[config.mk]
export PLATFORM = sky130hd
export DESIGN_NAME = mqmm_ctrl
export DESIGN_NICKNAME = d
export VERILOG_FILES = /design/src/mqmm_pkg.sv /design/src/mqmm_ctrl.sv
export SDC_FILE = /design/constraint.sdc
export NUM_CORES = 1
export LEC_CHECK = 0
export ABC_CLOCK_PERIOD_IN_PS = 3050
export BUFFER_PORTS_ARGS = -buffer_cell sky130_fd_sc_hd__buf_2
export CORE_AREA = 2 2 39 41
export DETAILED_ROUTE_END_ITERATION = 16
export DIE_AREA = 0 0 41 43
export PLACE_DENSITY = 0.38
export RECOVER_POWER = 100
export SETUP_SLACK_MARGIN = 0.2
export SLEW_MARGIN = 40
export SYNTH_ARGS = -nofsm -noshare
export SYNTH_HDL_FRONTEND = slang
export SYNTH_SLANG_ARGS = --single-unit
[constraint.sdc]
create_clock -name clk_i -period 3.05 [get_ports clk_i]
set_input_delay 0.305 -clock clk_i [delete_from_list [all_inputs] [get_ports clk_i]]
set_output_delay 0.305 -clock clk_i [all_outputs]
set_load 0.01 [all_outputs]
[src/mqmm_pkg.sv]
// Shared types, constants and status codes for the multi-queue mailbox manager.
// No dependencies; used by every module of the block.
package mqmm_pkg;

  localparam int unsigned POOL_SLOTS    = 64;
  localparam int unsigned QUEUES        = 64;
  localparam int unsigned QUEUE_LIMIT   = 16;
  localparam int unsigned PAYLOAD_BYTES = 8;

  localparam int unsigned SW    = $clog2(POOL_SLOTS);
  localparam int unsigned QW    = $clog2(QUEUES);
  localparam int unsigned CNT_W = 5;
  localparam int unsigned FC_W  = $clog2(POOL_SLOTS + 1);

  localparam int unsigned IN_TDATA_W  = 96;
  localparam int unsigned OUT_TDATA_W = 80;

  typedef enum logic [1:0] {
    ACT_SEND = 2'd0,
    ACT_RECV = 2'd1,
    ACT_PEEK = 2'd2,
    ACT_NONE = 2'd3
  } action_e;

  typedef enum logic [2:0] {
    ST_OK          = 3'd0,
    ST_BAD_PID     = 3'd1,
    ST_TOO_LARGE   = 3'd2,
    ST_QUEUE_FULL  = 3'd3,
    ST_NO_SLOT     = 3'd4,
    ST_WOULD_BLOCK = 3'd5,
    ST_EMPTY       = 3'd6,
    ST_RSVD        = 3'd7
  } status_e;

  typedef enum logic [1:0] {
    S_IDLE   = 2'd0,
    S_RD_Q   = 2'd1,
    S_RD_S   = 2'd2,
    S_COMMIT = 2'd3
  } state_e;

  // Controller to datapath commands
  typedef struct packed {
    logic rd_q;    // beat accepted: latch request, read queue tables
    logic rd_s;    // read slot tables at the queue head
    logic commit;  // update state, load result register
  } ctrl_cmd_t;

endpackage

[src/mqmm_ctrl.sv]
// Request sequencer of the mailbox manager: handshakes and step commands.
// Depends on mqmm_pkg.
module mqmm_ctrl (
  input  logic                 clk_i,
  input  logic                 rst_ni,
  input  logic                 in_valid_i,
  output logic                 in_ready_o,
  output logic                 out_valid_o,
  input  logic                 out_ready_i,
  output mqmm_pkg::ctrl_cmd_t  cmd_o
);

  mqmm_pkg::state_e state_q, state_d;
  logic             out_valid_q, out_valid_d;
  logic             can_commit;

  assign can_commit = !out_valid_q || out_ready_i;

  // Next state
  always_comb begin
    state_d = state_q;
    unique case (state_q)
      mqmm_pkg::S_IDLE:   if (in_valid_i) state_d = mqmm_pkg::S_RD_Q;
      mqmm_pkg::S_RD_Q:   state_d = mqmm_pkg::S_RD_S;
      mqmm_pkg::S_RD_S:   state_d = mqmm_pkg::S_COMMIT;
      mqmm_pkg::S_COMMIT: if (can_commit) state_d = mqmm_pkg::S_IDLE;
      default:            state_d = mqmm_pkg::S_IDLE;
    endcase
  end

  // Outputs
  always_comb begin
    cmd_o       = '0;
    in_ready_o  = 1'b0;
    unique case (state_q)
      mqmm_pkg::S_IDLE: begin
        in_ready_o = 1'b1;
        cmd_o.rd_q = in_valid_i;
      end
      mqmm_pkg::S_RD_Q:   cmd_o.rd_s = 1'b1;
      mqmm_pkg::S_RD_S:   ;
      mqmm_pkg::S_COMMIT: cmd_o.commit = can_commit;
      default:            ;
    endcase
  end

  // Result valid: set on commit, drop when the beat is taken
  always_comb begin
    out_valid_d = out_valid_q;
    if (out_ready_i) out_valid_d = 1'b0;
    if (cmd_o.commit) out_valid_d = 1'b1;
  end

  assign out_valid_o = out_valid_q;

  always_ff @(posedge clk_i or negedge rst_ni) begin
    if (!rst_ni) begin
      state_q     <= mqmm_pkg::S_IDLE;
      out_valid_q <= 1'b0;
    end else begin
      state_q     <= state_d;
      out_valid_q <= out_valid_d;
    end
  end

endmodule

-- Yosys cells after proc, flatten, opt, wreduce, memory -nomap -nowiden
Cells that the tools add are included.
Widths: inputs -> output; s select.
- add/sub/neg operators: 0
- $mul: 0
- divide/modulo/power cells: 0
- $lt $le $gt $ge: 0
- equal/unequal tests: 5
- shift operators: 0
- muxes and demuxes: 9
- bitwise logic cells: 0
- reduce and logical (&&, ||, !) cells: 5
- operators with widths (cell ; number):
    $pmux 2 s4 ; 1
    $mux 1 ; 6
    $eq 2x2->1 const B ; 2
    $mux 2 ; 2
    $ne 2x2->1 const B ; 2
    $eq 2x1->1 const B ; 1
    $logic_not 2->1 ; 1
    $reduce_and 2->1 ; 1
    $reduce_bool 2->1 ; 1
    $logic_not 1->1 ; 1
    $logic_or 1x1->1 ; 1
- flip-flop bits (word level): 3
- bits in latches: 0
- RAM bits: 0
- memory bits (read-only): 0
- input port bits: 4
- word-level logic and storage cells: 21
- memories kept: 0

-- Logic depth before layout (Yosys ltp)
Gate-level depths: netlist of run 1.
- depth in word-level cells: 4
- depth in mapped cells: 4
- depth with buffers taken out: 4

-- Worst setup path before layout of run 1
No wires, ideal clock.
- path kind: register to register
- start: register state_q[0]
- end: register state_q[1]
- library setup time: 0.125 ns
- arrival time: 1.216 ns
- path slack: 1.709 ns
- stages on the path, launching flop included: 5
- path buffers: 0
- cell sequence: dfrtp_1 > ha_1 > and3b_1 > a21oi_2 > mux2_4
- word-level cells in the longest chain between the ends: 3
- elaborated cells on any way between the ends: 8
- RTL lines (element ; line ; RTL):
    start, declared ; mqmm_ctrl.sv:13 ; mqmm_pkg::state_e state_q, state_d;
    start signal, assigned ; mqmm_ctrl.sv:58 ; state_q <= mqmm_pkg::S_IDLE;
    start signal, assigned ; mqmm_ctrl.sv:61 ; state_q <= state_d;
    $eq 2x2->1 / $logic_not 2->1 (equally long branches) ; mqmm_ctrl.sv:22 ; unique case (state_q)
    $ne 2x2->1 (no line) ; -- ;
    $reduce_and 2->1 (no line) ; -- ;
Several ways; a longest one is shown, not always the timed one.
A chain may end at the register's enable or synchronous reset.

==> metrics, run 1 <==
Hold Path Stages=3; R2R Path Start=state_q[0]; vias in the first global route=175; layout cells sized above 1=22.6%; fillers=156; Ys Warns=0; DR vias=171; Post-Syn Instances=19; Setup WS pre-CTS=1650 ps; relative slew slack=84.7%; most frequent cells after synthesis=ha_1 (4), dfrtp_1 (3), inv_1 (3); slowest stage cell, crit path=dfrtp_1; Worst path max stage delay=410 ps; vias per cell=3.64; count leader, synth=ha_1; maxcap violations=0; initial antenna violation count=0; Tcrit/Tclk final=50.4%; Seq/Total Area, Yosys=35.3%; status=complete, no violations; Core ar.=1380 µm²; total track usage=6.02%; setup_tns=0 ps; CTS Root Cell=clkbuf_4; maximum vdd drop=0.000311 V; first-pass iteration count of the detailed router=5; die area=1760 µm²; drc violations=0; CTS tree=yes; skew final=1.78 ps; CP Max Fanout=4; crit path DAT=1230 ps; Worst Path Required=2740 ps; htree depth=1; Routed Antenna Nets=0; crit-path cells=inv_1, ha_1, and2_1, clkbuf_1; nets@finish=40; Hold Path Origin=out_ready_i; die width=41 µm; fin util=21.0%; first-pass GRT wire length=641 µm; flops & latches, synth=3; Routed WL=397 µm; hold endpoint=out_valid_o; ys flop type=dfrtp_1; Yosys top cell by area=dfrtp_1; Post-synth EDFFs=0; wire length per cell=8.45 µm; Slew @ Worst Pin=229 ps; clock sinks=3; PD cells=1010 nW/µm²; largest cells by area after synthesis=dfrtp_1 (35%), ha_1 (24%), mux2_4 (7.1%), and2_1 (5.9%), nand2b_1 (5.9%); Syn Area/Cell=11.2 µm²; Tot Pwr=0.292 mW; Ports=9; Port Buffers=8; grt ovf=0; largest net degree at the start of global routing=5; Clock Latency Late Sink=230 ps; final setup fails=0; clock slew at the register clock pins of the worst setup and hold paths=30 ps; reg-to-reg endpoint=state_q[1]; worst min-delay path category=input port to flip-flop; Die Y=43 µm; Num CTS Buffers=3; Final Max Tran Viols=0; Setup crit end kind=output port; Inserted Diodes=0; fraction of registers with async set/reset=100%; maximum clock frequency=651 MHz; Mapped Area=213 µm²; row count=14; R2R depth=4; Mapped Nets=27; kind of critical path=flip-flop to output port; top-area cell type share of the netlist area=35.3%; flop-to-flop setup slack=1590 ps; Placer Congestion=0.601; Area Overhead vs Synth=36.5%; Hold Vio Cnt, Final=0; RSZ-0062 raised after global routing=false; starting density of the core=15.4%; Lkg Pwr=0.149 nW; largest buffer count on any clock path=2; CP Launch Type=flip-flop; Tmin final=1540 ps; final worst slack=1510 ps; Starting DRT DRC Count=12; count of cell types in the netlist=10
[stage by stage]
stage / hold slack, ps / cell area (µm²) / instances
after floorplan: 9.41 / 213 / 19
after global placement: 106 / 265 / 42
after detailed placement: 108 / 265 / 42
after CTS: 355 / 302 / 47
after global routing: 361 / 290 / 47
final: 362 / 290 / 47
[critical path, delay by kind of cell, from the launching register on]
kind                       cells  cell delay (ps)
and+or+nand+nor                1              140
DFF                            1              410
adders and majority gates      1              210
buffers and inverters          2              250
[layout make-up]
| class | instances | area, µm² | area share (%) |
|---|---|---|---|
| clock buffers | 4 | 26.3 | 9.05 |
| inverters | 3 | 11.3 | 3.88 |
| multi-input cells | 12 | 115 | 39.7 |
| flip-flops and latches | 3 | 75.1 | 25.9 |
| well taps | 16 | 20.0 | 6.90 |
| repair buffers | 9 | 42.5 | 14.7 |
[metal layers]
metal / GRT usage, % / wire [µm] / vias up
met5: 0 / 0 / -
met4: 8.00 / 0 / 0
met3: 3.14 / 64 / 0
met2: 6.56 / 152 / 11
met1: 6.73 / 180 / 77
li1: - / - / 83
[how the worst max path moves through the flow]
stage                    start         end  depth (start not counted)
floorplan           state_q[0]  state_q[1]                          4
global route        state_q[1]    cmd_o[2]                          4
global placement    state_q[1]  state_q[1]                          4
finish              state_q[1]    cmd_o[2]                          4
CTS                 state_q[0]    cmd_o[2]                          4
detailed placement  state_q[0]  state_q[1]                          4
[cells in the final DEF (no fill, tap or decap)]
| cell type | count |
|---|---|
| buf_2 | 2 |
| clkbuf_4 | 3 |
| dlygate4sd3_1 | 1 |
| mux2_4 | 1 |
| and3b_1 | 1 |
| ha_1 | 4 |
| nand2b_1 | 2 |
| inv_1 | 3 |
| and2_1 | 2 |
| a21oi_1 | 1 |
| o32a_2 | 1 |
| dfrtp_1 | 3 |
| clkbuf_1 | 7 |
[cells by family after synthesis]
family          after synthesis  synth area share, %
compound gates                2                 9.41
buf+inv                       4                 8.82
fa+ha+maj                     4                 23.5
simple gates                  5                 15.9
flops                         3                 35.3
mux                           1                 7.06
[sequential cells by signal, summed over array words and instances (netlist names)]
signal / flops
state_q: 2
out_valid_o: 1
[report_power, final]
part,switching (mW),internal [mW],total [mW]
sequential,0.0197,0.0618,0.0815
combinational,0.0688,0.0743,0.143
clock,0.0185,0.0489,0.0674
total,0.107,0.185,0.292
[what timing repair did]
action / CTS / global route
buffers inserted: 0 / 0
hold endpoints to repair: 3 / 0
hold buffers: 1 / 0
resized for setup: 0 / 0
Note: power is estimated with default switching activity, not from simulation.
==> run 2, diff against run 1 <==
Settings changed: ABC_CLOCK_PERIOD_IN_PS 3050 to 1400, PLACE_DENSITY 0.38 to 0.39.
Clock period 3.05 ns to 1.4 ns, I/O delays scaled along.
==> run 2 against run 1 <==
Combinational power rose to 5.2 times the previous value; global-route usage up 3.1 points; non-clock buffer count is 10 higher; setup slack worse by 1500 ps.
==> metrics, run 2 (synthesis results as in run 1) <==
flop-to-flop setup slack=7 ps (-1580 ps); Slew @ Worst Pin=176 ps (-53.2 ps); die area=1760 µm² (unchanged); relative slew slack=88.2% (+3.5 points); start point of the critical path=state_q[1]; CTS tree=yes; first-pass iteration count of the detailed router=2 (-3); Hold Vio Cnt, Final=0 (unchanged); routing usage on met1=9.35% (+2.6 points); final setup fails=0 (unchanged); setup_tns=0 ps (unchanged); drc violations=0 (unchanged); Routed WL=692 µm (+74%); CP Launch Type=flip-flop; Worst Path Required=1520 ps (-1220 ps); Worst path max stage delay=400 ps (about the same); slowest stage cell, crit path=dfrtp_1; nets@finish=50 (+25%); Tmin final=1390 ps; die width=41 µm (unchanged); Clock Latency Late Sink=230 ps (about the same); layout cells sized above 1=73.2% (+51 points); Port Buffers=8 (unchanged); Final Max Tran Viols=0 (unchanged); first-pass GRT wire length=1010 µm (+58%); R2R Path Start=state_q[1]; kind of critical path=flip-flop to flip-flop; Placer Congestion=0.579 (-3.7%); Num CTS Buffers=3 (unchanged); Top reg by flops=state_q; max reg flops=2 (unchanged); Routed Antenna Nets=0 (unchanged); most common cell after layout, fill and taps aside=buf_4; Fin Hold WS=209 ps (-153 ps); commonest cells after routing, fill and taps aside=buf_4 (9), buf_2 (4), buf_6 (4); clock slew at the register clock pins of the worst setup and hold paths=40 ps (about the same); CTS Root Cell=clkbuf_4; Worst Setup EP=state_q[1]; clock sinks=3 (unchanged); CP Max Fanout=3 (-1); post-route cell area=440 µm² (+52%); DP Wirelength=333 µm; PD cells=2450 nW/µm² (+140%); Lkg Pwr=0.227 nW (+53%); vias in the first global route=232 (+33%); placed inst area=268 µm² (+0.94%); Inserted Diodes=0 (unchanged); initial antenna violation count=0 (unchanged); grt ovf=0 (unchanged); met3 Use GR=6.28% (+3.1 points); Setup crit end kind=flip-flop; Tot Pwr=1.08 mW (+270%); Tcrit/Tclk final=99.5%; crit path DAT=1510 ps (+280 ps); largest net degree at the start of global routing=5 (unchanged); wire length per cell=12.1 µm (+44%); Ports=9 (unchanged); vias per cell=3.95 (+8.5%); reg-to-reg endpoint=state_q[1]; starting density of the core=15.4% (unchanged); status=complete, no violations; R2R depth=4 (unchanged); total track usage=9.15% (+3.1 points); skew final=3.38 ps (+1.60 ps); worst min-delay path category=input port to flip-flop; maximum clock frequency=718 MHz; largest buffer count on any clock path=2 (unchanged); maxcap violations=0 (unchanged); maximum vdd drop=0.000876 V (+180%); row count=14 (unchanged); Starting DRT DRC Count=1 (-11); crit-path cells=ha_2, and3b_2, a21oi_4, mux2_4; Core ar.=1380 µm² (unchanged); htree depth=1 (unchanged); Area Overhead vs Synth=107%; met2 usage=13.8% (+7.2 points); DR vias=225 (+32%); Die Y=43 µm (unchanged); gr busiest metal=met2; RSZ-0062 raised after global routing=true
## run 2: critical path, delay by kind of cell, from the launching register on
family	cells	cell delay, ps
AOI/OAI and AO/OA	1	140
adders and majority gates	1	200
DFF	1	400
muxes	1	310
and+or+nand+nor	1	220
## run 2: cell type report
| type | count | area, µm² |
|---|---|---|
| Clock buffer | 4 | 26.3 |
| Multi-Input combinational cell | 12 | 159 |
| Inverter | 3 | 13.8 |
| Timing Repair Buffer | 19 | 146 |
| Fill cell | 149 | 943 |
| Sequential cell | 3 | 75.1 |
| Tap cell | 16 | 20.0 |
## run 2: through the flow
stage | setup WS [ps] | utilization, % | instances
floorplan | 82.3 | - | 19
global placement | 33.3 | 19.3 | 42
detailed placement | -14.9 | 19.3 | 42
CTS | 20.5 | 27.4 | 53
global route | -44.4 | 31.8 | 57
finish | 6.93 | 31.8 | 57
## run 2: where the power goes
group,internal (mW),switching (mW)
Combinational,0.477,0.273
Clock,0.107,0.0478
Sequential,0.134,0.0409
## run 2: layer usage
metal | up-vias | wire length [µm]
met5 | - | 0
met4 | 0 | 40
met3 | 4 | 65
met2 | 16 | 332
met1 | 100 | 254
li1 | 105 | -
## run 2: worst min-delay path by stage
stage	from	endpoint	cells past startpoint	slack [ps]
2_1_floorplan	rst_ni	out_valid_o	0	-160
3_3_place_gp	rst_ni	out_valid_o	1	-60
3_5_place_dp	rst_ni	out_valid_o	1	-60
4_1_cts	out_ready_i	out_valid_o	3	220
5_1_grt	out_ready_i	out_valid_o	3	250
6_report	out_ready_i	out_valid_o	3	210
## run 2: timing repair
item | CTS | global route
gates resized for setup | 8 | 6
setup buffers | 6 | 4
pin swaps | 1 | 3
hold buffers | 1 | 0
setup endpoints to repair | 5 | 6
hold endpoints to repair | 3 | 0
